**config.mk**
```make
export PLATFORM = sky130hd
export DESIGN_NAME = push_button_event_qualifier_core
export DESIGN_NICKNAME = d
export VERILOG_FILES = /design/src/rtl/pbeq_pkg.sv /design/src/rtl/push_button_event_qualifier_core.sv
export SDC_FILE = /design/constraint.sdc
export NUM_CORES = 1
export LEC_CHECK = 0
export ABC_AREA = 1
export BUFFER_PORTS_ARGS = -buffer_cell sky130_fd_sc_hd__buf_4
export CAP_MARGIN = 20
export CORE_MARGIN = 2
export CORE_UTILIZATION = 45
export CTS_CLUSTER_SIZE = 25
export DETAILED_ROUTE_END_ITERATION = 8
export PLACE_DENSITY = 0.74
export REMOVE_ABC_BUFFERS = 1
export SYNTH_ARGS = -nofsm -noshare
export SYNTH_HDL_FRONTEND = slang
export SYNTH_SLANG_ARGS = --single-unit
```
**constraint.sdc**
```tcl
create_clock -name clk -period 4.5 [get_ports clk]
set_input_delay 0.9 -clock clk [delete_from_list [all_inputs] [get_ports clk]]
set_output_delay 0.9 -clock clk [all_outputs]
set_load 0.02 [all_outputs]
```
**src/rtl/pbeq_pkg.sv**
```systemverilog
`timescale 1ns / 1ps
// Shared types, codes and constants of the push button event qualifier.
package pbeq_pkg;

	// Width of the timestamp field and of each threshold register.
	localparam int TS_W = 32;
	localparam int CFG_W = 32;
	localparam int CFG_IDX_W = 3;

	// Default elapsed-time arithmetic width.
	localparam int TIME_BITS_DEF = 32;

	// Configuration register indexes.
	typedef enum logic [CFG_IDX_W-1:0] {
		REG_DEBOUNCE = 3'd0,
		REG_LONG_RELEASE = 3'd1,
		REG_LONG_PUSH = 3'd2,
		REG_IDLE_TIMEOUT = 3'd3,
		REG_ACTIVE_LOW = 3'd4
	} cfg_reg_t;

	// Configuration reset values.
	localparam logic [CFG_W-1:0] DEBOUNCE_RST = 32'd10000;
	localparam logic [CFG_W-1:0] LONG_RELEASE_RST = 32'd1000000;
	localparam logic [CFG_W-1:0] LONG_PUSH_RST = 32'd1000000;
	localparam logic [CFG_W-1:0] IDLE_TIMEOUT_RST = 32'd5000000;
	localparam logic ACTIVE_LOW_RST = 1'b1;

	// Request source codes.
	localparam logic FUNC_POLL = 1'b0;
	localparam logic FUNC_EDGE = 1'b1;

	// Event codes reported with each result.
	typedef enum logic [2:0] {
		EV_NONE = 3'd0,
		EV_PUSH = 3'd1,
		EV_LONG_PUSH = 3'd2,
		EV_SHORT_REL = 3'd3,
		EV_LONG_REL = 3'd4,
		EV_TIMEOUT = 3'd5
	} event_t;

	// Button status codes as reported on the result channel.
	localparam logic [1:0] BS_IDLE = 2'd0;
	localparam logic [1:0] BS_ACTIVE = 2'd1;
	localparam logic [1:0] BS_REL_PEND = 2'd2;
	localparam logic [1:0] BS_TO_PEND = 2'd3;

	// Internal one-hot status.
	typedef enum logic [3:0] {
		ST_IDLE = 4'b0001,
		ST_ACTIVE = 4'b0010,
		ST_REL_PEND = 4'b0100,
		ST_TO_PEND = 4'b1000
	} status_t;

	// Input request payload.
	typedef struct packed {
		logic func;
		logic [TS_W-1:0] event_time_us;
		logic pin_level;
		logic edge_rise;
		logic edge_fall;
	} in_req_t;

	// Result payload.
	typedef struct packed {
		logic [2:0] event_code;
		logic [1:0] button_state;
	} out_res_t;

	// Map the one-hot status onto its reported code.
	function automatic logic [1:0] status_code(input status_t st);
		logic [1:0] code;
		case (st)
			ST_IDLE: code = BS_IDLE;
			ST_ACTIVE: code = BS_ACTIVE;
			ST_REL_PEND: code = BS_REL_PEND;
			ST_TO_PEND: code = BS_TO_PEND;
			default: code = BS_IDLE;
		endcase
		return code;
	endfunction

endpackage

```
**src/rtl/push_button_event_qualifier_core.sv**
```systemverilog
`timescale 1ns / 1ps
// Push button event qualifier: input register, event logic and result register.
//
// Usage:
// Each request on the input channel (in_valid, in_stall, in_data) carries a
// microsecond timestamp and either a polled pin level or an edge mask. The
// block returns exactly one result per request on the output channel
// (out_valid, out_stall, out_data): an event code and the button status after
// that request. Thresholds and pin polarity are set through the write port
// (cfg_we, cfg_index, cfg_wdata); the user must write them only while no
// request is in flight, which the block itself does not enforce. An accepted
// request moves on to the result register once that one is free or drains.
// Throughput: one request per cycle while the receiver does not stall; the event
// logic is one subtract and a few compares between input and result register.
// When the receiver stalls, the result register holds and the input register
// still takes one more request; in_stall rises only once both are full.
// Reset clears both stages, sets the status to idle, the last pushed level
// to released, the last change time to zero and the registers to defaults.
module push_button_event_qualifier_core #(
	parameter int TIME_BITS = pbeq_pkg::TIME_BITS_DEF
) (
	input logic clk,
	input logic arst_n,
	input logic in_valid,
	output logic in_stall,
	input pbeq_pkg::in_req_t in_data,
	output logic out_valid,
	input logic out_stall,
	output pbeq_pkg::out_res_t out_data,
	input logic cfg_we,
	input logic [pbeq_pkg::CFG_IDX_W-1:0] cfg_index,
	input logic [pbeq_pkg::CFG_W-1:0] cfg_wdata
);
	import pbeq_pkg::*;

	// Compare width: elapsed time and registers both at full value.
	localparam int CMP_W = (TIME_BITS > CFG_W) ? TIME_BITS : CFG_W;

	// Configuration registers.
	logic [CFG_W-1:0] debounce_q;
	logic [CFG_W-1:0] long_release_q;
	logic [CFG_W-1:0] long_push_q;
	logic [CFG_W-1:0] idle_timeout_q;
	logic active_low_q;

	// Button state.
	status_t status_q;
	logic last_pushed_q;
	logic [TIME_BITS-1:0] last_change_q;

	// Pipeline stages.
	logic req_valid_s1;
	in_req_t req_s1;
	logic out_valid_s2;
	out_res_t res_s2;

	// Event logic signals.
	logic adv_s1;
	logic [TIME_BITS-1:0] now_t;
	logic [TIME_BITS-1:0] elapsed;
	logic [CMP_W-1:0] elapsed_c;
	logic lt_debounce;
	logic le_debounce;
	logic lt_long_release;
	logic ge_long_push;
	logic ge_idle_timeout;
	logic poll_pushed;
	logic edge_pushed;
	event_t release_ev;
	event_t ev_c;
	status_t status_c;
	logic last_pushed_c;
	logic [TIME_BITS-1:0] last_change_c;

	// Configuration writes; indexes beyond the list are ignored.
	always_ff @(posedge clk or negedge arst_n) begin
		if (!arst_n) begin
			debounce_q <= DEBOUNCE_RST;
			long_release_q <= LONG_RELEASE_RST;
			long_push_q <= LONG_PUSH_RST;
			idle_timeout_q <= IDLE_TIMEOUT_RST;
			active_low_q <= ACTIVE_LOW_RST;
		end else if (cfg_we) begin
			case (cfg_index)
				REG_DEBOUNCE: debounce_q <= cfg_wdata;
				REG_LONG_RELEASE: long_release_q <= cfg_wdata;
				REG_LONG_PUSH: long_push_q <= cfg_wdata;
				REG_IDLE_TIMEOUT: idle_timeout_q <= cfg_wdata;
				REG_ACTIVE_LOW: active_low_q <= cfg_wdata[0];
				default: ;
			endcase
		end
	end

	// Handshake: the input stage moves on when the result register is free or drains.
	assign adv_s1 = !out_valid_s2 || !out_stall;
	assign in_stall = req_valid_s1 && !adv_s1;
	assign out_valid = out_valid_s2;
	assign out_data = res_s2;

	// Input register.
	always_ff @(posedge clk or negedge arst_n) begin
		if (!arst_n) begin
			req_valid_s1 <= 1'b0;
		end else if (!in_stall) begin
			req_valid_s1 <= in_valid;
		end
	end

	always_ff @(posedge clk) begin
		if (in_valid && !in_stall) begin
			req_s1 <= in_data;
		end
	end

	// Elapsed time and threshold compares.
	always_comb begin
		now_t = TIME_BITS'(req_s1.event_time_us);
		elapsed = now_t - last_change_q;
		elapsed_c = CMP_W'(elapsed);
		lt_debounce = elapsed_c < CMP_W'(debounce_q);
		le_debounce = elapsed_c <= CMP_W'(debounce_q);
		lt_long_release = elapsed_c < CMP_W'(long_release_q);
		ge_long_push = elapsed_c >= CMP_W'(long_push_q);
		ge_idle_timeout = elapsed_c >= CMP_W'(idle_timeout_q);
		poll_pushed = req_s1.pin_level ^ active_low_q;
		edge_pushed = active_low_q ? (req_s1.edge_fall && !req_s1.edge_rise)
			: (req_s1.edge_rise && !req_s1.edge_fall);
		release_ev = lt_long_release ? EV_SHORT_REL : EV_LONG_REL;
	end

	// Event decision and next state.
	always_comb begin
		ev_c = EV_NONE;
		status_c = status_q;
		last_pushed_c = last_pushed_q;
		last_change_c = last_change_q;
		if (req_s1.func == FUNC_EDGE) begin
			// Edge events always record the timestamp.
			last_change_c = now_t;
			if (!le_debounce) begin
				if (edge_pushed) begin
					ev_c = EV_PUSH;
					status_c = ST_ACTIVE;
				end else begin
					ev_c = release_ev;
					status_c = ST_TO_PEND;
				end
			end
		end else if (poll_pushed == last_pushed_q) begin
			// Steady level: check the long push and time-out windows.
			if (status_q == ST_ACTIVE && ge_long_push) begin
				ev_c = EV_LONG_PUSH;
				status_c = ST_REL_PEND;
			end else if (status_q == ST_TO_PEND && ge_idle_timeout) begin
				ev_c = EV_TIMEOUT;
				status_c = ST_IDLE;
			end
		end else if (!lt_debounce) begin
			// Debounced level change.
			last_pushed_c = poll_pushed;
			last_change_c = now_t;
			if (poll_pushed) begin
				ev_c = EV_PUSH;
				status_c = ST_ACTIVE;
			end else begin
				ev_c = release_ev;
				status_c = ST_TO_PEND;
			end
		end
	end

	// State and result register update.
	always_ff @(posedge clk or negedge arst_n) begin
		if (!arst_n) begin
			status_q <= ST_IDLE;
			last_pushed_q <= 1'b0;
			last_change_q <= '0;
			out_valid_s2 <= 1'b0;
		end else if (adv_s1) begin
			out_valid_s2 <= req_valid_s1;
			if (req_valid_s1) begin
				status_q <= status_c;
				last_pushed_q <= last_pushed_c;
				last_change_q <= last_change_c;
			end
		end
	end

	always_ff @(posedge clk) begin
		if (adv_s1 && req_valid_s1) begin
			res_s2.event_code <= ev_c;
			res_s2.button_state <= status_code(status_c);
		end
	end

	// Checks on the event logic and the stage handoff.
	a_push_active: assert property (@(posedge clk) disable iff (!arst_n)
		out_valid && out_data.event_code == EV_PUSH |-> out_data.button_state == BS_ACTIVE)
		else $error("push result without active status");

	a_long_push_pend: assert property (@(posedge clk) disable iff (!arst_n)
		out_valid && out_data.event_code == EV_LONG_PUSH
		|-> out_data.button_state == BS_REL_PEND)
		else $error("long push result without release pending status");

	a_release_to_pend: assert property (@(posedge clk) disable iff (!arst_n)
		out_valid
		&& (out_data.event_code == EV_SHORT_REL || out_data.event_code == EV_LONG_REL)
		|-> out_data.button_state == BS_TO_PEND)
		else $error("release result without time-out pending status");

	a_timeout_idle: assert property (@(posedge clk) disable iff (!arst_n)
		out_valid && out_data.event_code == EV_TIMEOUT |-> out_data.button_state == BS_IDLE)
		else $error("time-out result without idle status");

	a_stall_full: assert property (@(posedge clk) disable iff (!arst_n)
		in_stall |-> req_valid_s1 && out_valid_s2)
		else $error("input stalled while a stage is free");

	a_handoff: assert property (@(posedge clk) disable iff (!arst_n)
		req_valid_s1 && adv_s1 |=> out_valid_s2)
		else $error("request lost between input and result stage");

endmodule

```
Yosys cells after proc, flatten, opt, wreduce, memory -nomap -nowiden
Index checks and enable logic that the tools add are counted.
{"block": "classes", "add_sub_neg": 1, "order_cmp": 5, "n_eq_ne": 12, "mux": 22, "n_bitwise": 4, "reduce_logical": 23}
{"cell": "two-way mux 32 bit", "n": 3}
{"cell": "greater-or-equal comparator 32 bit", "n": 2}
{"cell": "< comparator 32 bit", "n": 2}
{"cell": "less-or-equal comparator 32 bit", "n": 1}
{"cell": "two-way mux 4 bit", "n": 8}
{"cell": "subtractor 32 bit", "n": 1}
{"cell": "two-way mux 3 bit", "n": 9}
{"cell": "AND reduction 2 bit", "n": 6}
{"cell": "== test 4 x 2 -> 1 bit, second input constant", "n": 2}
{"cell": "== test 4 bit, second input constant", "n": 2}
{"cell": "logical AND 1 bit", "n": 7}
{"cell": "== test 3 x 2 -> 1 bit, second input constant", "n": 2}
{"cell": "zero test 1 bit", "n": 6}
{"cell": "one-hot mux 2 bit (3 select lines)", "n": 1}
{"cell": "AND reduction 5 bit", "n": 1}
{"cell": "== test 4 x 3 -> 1 bit, second input constant", "n": 1}
{"cell": "inequality test 2 bit, second input constant", "n": 2}
{"cell": "AND reduction 4 bit", "n": 1}
{"cell": "== test 3 x 1 -> 1 bit, second input constant", "n": 1}
{"cell": "== test 3 bit, second input constant", "n": 1}
{"cell": "zero test 3 bit", "n": 1}
{"cell": "inverter 1 bit", "n": 3}
{"cell": "== test 1 bit", "n": 1}
{"cell": "logical OR 1 bit", "n": 1}
{"cell": "other kinds (2)", "n": 2}
{"block": "word_totals", "register_bits": 209}

Longest topological paths before layout
{"block": "depth", "depth_word": 9, "mapped_depth": 30, "depth_no_buf": 30}

Worst setup path after synthesis
OpenSTA, ideal clock, no wires.
{"block": "synth_timing", "path_kind": "reg2reg", "startpoint": "reg req_s1 (netlist bit now_t[0])", "endpoint": "reg res_s2 (netlist bit out_data[1]), data pin", "setup_time_ps": 252, "arrival_time_ps": 3267, "required_time_ps": 4248, "path_slack_ps": 981, "stages_incl_launch_ff": 29, "path_buffers": 0, "synth_period_minus_slack_ps": 3519, "cell_sequence": "edfxtp_1 -> inv_1 -> ha_1 -> inv_1 -> fa_1 -> a21oi_4 -> o21ai_2 -> a21oi_2 -> inv_2 -> nand2_2 -> nand2_4 -> a21oi_2 -> inv_1 -> nand2_1 -> nand2_1 -> ha_1 -> nand2_2 -> nor2_4 -> nand4_2 -> a21oi_1 -> nor2_2 -> nand2_4 -> nand2_1 -> nand2_1 -> nand3_1 -> nand2_1 -> nor2_1 -> nand2_1 -> nand2_1"}
{"block": "synth_between", "elab_chain_cells": 9, "word_cells_on_any_way": 17}
{"item": "start: declaration", "line_no": "push_button_event_qualifier_core.sv:53", "text": "in_req_t req_s1;"}
{"item": "start signal: assignment", "line_no": "push_button_event_qualifier_core.sv:112", "text": "req_s1 <= in_data;"}
{"item": "subtractor 32 bit (*)", "line_no": "push_button_event_qualifier_core.sv:119", "text": "elapsed = now_t - last_change_q;"}
{"item": "greater-or-equal comparator 32 bit", "line_no": "push_button_event_qualifier_core.sv:125", "text": "ge_idle_timeout = elapsed_c >= CMP_W'(idle_timeout_q);"}
{"item": "logical AND 1 bit", "line_no": "push_button_event_qualifier_core.sv:155", "text": "end else if (status_q == ST_TO_PEND && ge_idle_timeout) begin"}
{"item": "two-way mux 4 bit", "line_no": "push_button_event_qualifier_core.sv:155"}
{"item": "two-way mux 4 bit", "line_no": "push_button_event_qualifier_core.sv:152", "text": "if (status_q == ST_ACTIVE && ge_long_push) begin"}
{"item": "two-way mux 4 bit", "line_no": "push_button_event_qualifier_core.sv:150", "text": "end else if (poll_pushed == last_pushed_q) begin"}
{"item": "two-way mux 4 bit (*)", "line_no": "push_button_event_qualifier_core.sv:138", "text": "if (req_s1.func == FUNC_EDGE) begin"}
{"item": "== test 4 bit (tied with other cells)", "line_no": "pbeq_pkg.sv:75", "text": "case (st)"}
{"item": "one-hot mux 2 bit (3 select lines) (*)", "line_no": "pbeq_pkg.sv:75"}
{"item": "end: declaration", "line_no": "push_button_event_qualifier_core.sv:55", "text": "out_res_t res_s2;"}
Mark *: on every way between the ends. The rest lies on a longest branch, timed or not.
A chain may end at the register's enable or synchronous reset.

Worst setup path after layout
Same ends and word-level chain as after synthesis.

==> results.json <==
{
  "status": "finished clean",
  "ys.flop_type": "dfrtp_1",
  "startpoint_type": "flop",
  "yosysSeqAreaShare_pct": 42.7,
  "critPathMaxFanout": 4,
  "reg2regPathDepth": 26,
  "post-route-period-util_pct": 95.0,
  "synth_top_area_share_pct": 27.2,
  "routabilityCongestion": 0.933,
  "yosysTopAreaCell": "dfrtp_1",
  "io_buffers": 82,
  "ctsHoldBuffers": 0,
  "hold_viol": 0,
  "fillCellCount": 2617,
  "hold_depth": 2,
  "yosysUniqueCellTypes": 42,
  "power.leakage_uw": 0.00739,
  "cpPeakStageDelay_ns": 0.46,
  "power.density_mw_per_mm2": 758,
  "ys_ff_latch": 209,
  "switching_share_pct": 45.4,
  "maxCapViolations": 0,
  "power_switching_uw": 5080,
  "drtPass1Iterations": 6,
  "p_seq_share_pct": 23.5,
  "grt_max_degree": 95,
  "num_antenna_cells": 0,
  "cts-htree-levels": 1,
  "setup_viol": 0,
  "syn_avg_cell_area_um2": 8.39,
  "synth_area_leaders": "dfrtp_1 27%, ha_1 15%, edfxtp_1 9.6%, nand2_1 9.6%, inv_1 7.5%",
  "required_ns": 4.78,
  "final_area_mm2": 0.0147,
  "fin_crit_ns": 4.27,
  "clk_latency_ns": 0.53,
  "drv_slew": 0,
  "path_clk_slew_ns": 0.06,
  "slowest_stage": "fa_1",
  "placed_area_mm2": 0.0139,
  "netlist_area_mm2": 0.0128,
  "die_x_um": 173,
  "p_int_uw": 6100,
  "antenna_left": 0,
  "die_area_mm2": 0.0298,
  "cts_buffers": 24,
  "path_common_cell": "nand2_1",
  "clock_sinks": 209,
  "die_y_um": 173,
  "syn_inst": 1527,
  "grt_pass1_wl_um": 50800,
  "hp-class": "flop to flop",
  "grt_use_total_pct": 20.5,
  "cts_tree": "built",
  "yosysMostFrequentCell": "nand2_1",
  "p_comb_share_pct": 59.1,
  "drive_gt1_share_pct": 13.7,
  "setup_tns_ns": 0,
  "ys_warn_count": 0,
  "post-route-util_pct": 52.8,
  "grt_pass1_vias": 10400,
  "wl_per_cell_um": 15.1,
  "area_delta_synth_final_pct": 15.1,
  "rsz0062_at_grt": "false",
  "grt-ovfl-total": 0,
  "power_uw": 11200,
  "core_area_mm2": 0.0279,
  "synth_common_cells": "326 x nand2_1, 255 x inv_1, 168 x o21ai_0",
  "rows": 61,
  "fmax_ghz": 0.234,
  "vias_per_cell": 5.10,
  "cts.path.max_buffers": 3,
  "final_nets": 1857,
  "wl_um": 30500,
  "critPathCaptureType": "flop",
  "fin_skew_ns": 0.0181,
  "arrival_ns": 4.55,
  "path_class": "flop to flop",
  "synth_enable_flop_cells": 41,
  "vdd_drop_max_uv": 390,
  "drc": 0,
  "first_iter_violations": 533,
  "start_util_pct": 45.9,
  "slew_headroom_pct": 41.9,
  "vias": 10300,
  "io_pins": 83,
  "dpl.hpwl_um": 22700,
  "p_clk_share_pct": 17.5,
  "antenna_found_initial": 0,
  "cts_root_buffer": "clkbuf_16",
  "synthArstFlopShare_pct": 80.4,
  "worstMarginPinSlew_ns": 0.871
}
-- path summary, 6_finish.rpt --
check                             start            endpoint  slack [ns]
min reg2reg                req_valid_s1           out_valid        0.47
min                        req_valid_s1           out_valid        0.47
max reg2reg                    now_t[0]         out_data[1]        0.23
max in group asynchronous        arst_n     long_push_q[14]        3.05
max                            now_t[0]         out_data[1]        0.23
min in group asynchronous        arst_n  idle_timeout_q[21]        0.49
-- flip-flops by register name, summed over array words and instances (netlist names) --
| register | flops |
|---|---|
| long_push_q | 32 |
| last_change_q | 32 |
| last_pushed_q | 1 |
| out_data | 5 |
| now_t | 32 |
| req_s1 | 4 |
| req_valid_s1 | 1 |
| idle_timeout_q | 32 |
| long_release_q | 32 |
| out_valid | 1 |
| active_low_q | 1 |
| debounce_q | 32 |
| status_q | 4 |
-- critical path, delay by kind of cell, from the launching register on --
family,cells,cell delay [ns]
fa+ha+maj,3,0.93
flops,1,0.36
simple gates,14,1.57
compound gates,5,0.92
buf+inv,4,0.25
-- cell usage in the layout, fill, tap and decap left out, drive strengths merged, types with 37 or more instances in the layout --
| cell | instances |
|---|---|
| nor2 | 105 |
| nand2 | 340 |
| nand3 | 37 |
| a21oi | 132 |
| buf | 99 |
| o21ai | 175 |
| inv | 257 |
| ha | 158 |
| edfxtp | 41 |
| dfrtp | 139 |
-- final cells by class --
type,count,area [um2],share of cell area [%]
Inverter,258,968,6.57
Clock buffer,36,687,4.66
Tap cell,378,473,3.21
Multi-Input combinational cell,1030,6270,42.6
Clock inverter,8,106,0.722
Sequential cell,209,5470,37.1
Timing Repair Buffer,99,759,5.15
-- stage by stage --
stage          std cells  hold slack, ns  setup slack (ns)
2_1_floorplan       1497           0.444             0.747
3_3_place_gp        1973           0.448             0.353
3_5_place_dp        1973           0.463             0.187
4_1_cts             2017           0.477             0.152
5_1_grt             2018           0.505         0.0000631
6_report            2018           0.469             0.226
-- layer usage --
| metal | up-vias | share of wire (%) | global-route usage [%] |
|---|---|---|---|
| met2 | 236 | 48 | 35.3 |
| met3 | 50 | 4.9 | 2.95 |
| met4 | 0 | 2.8 | 5.97 |
| li1 | 5156 | - | - |
| met5 | - | 0 | 0 |
| met1 | 4852 | 44 | 27.0 |
-- power by group through the flow --
stage | Sequential (uW) | Clock, uW | Combinational (uW)
after floorplan | 2620 | 0 | 4650
after global placement | 2640 | 0 | 6270
after detailed placement | 2650 | 0 | 6470
after CTS | 2620 | 2000 | 6530
after global routing | 2670 | 2070 | 7570
final | 2620 | 1950 | 6610
-- cells by family after synthesis --
group                    after synthesis  synth area share, %
flip-flops                           209                 42.7
AND/OR/NAND/NOR                      512                 16.6
multiplexers                           1                0.117
XOR/XNOR                              30                 2.11
AO/OA/AOI/OAI                        328                 14.1
adder cells (fa/ha/maj)              159                 15.6
buffers and inverters                288                 8.79
-- what timing repair did --
action | CTS | global route
gates resized for setup | 0 | 8
setup endpoints to repair | 0 | 25
buffers inserted | 0 | 1
(Power assumes the default switching activity.)
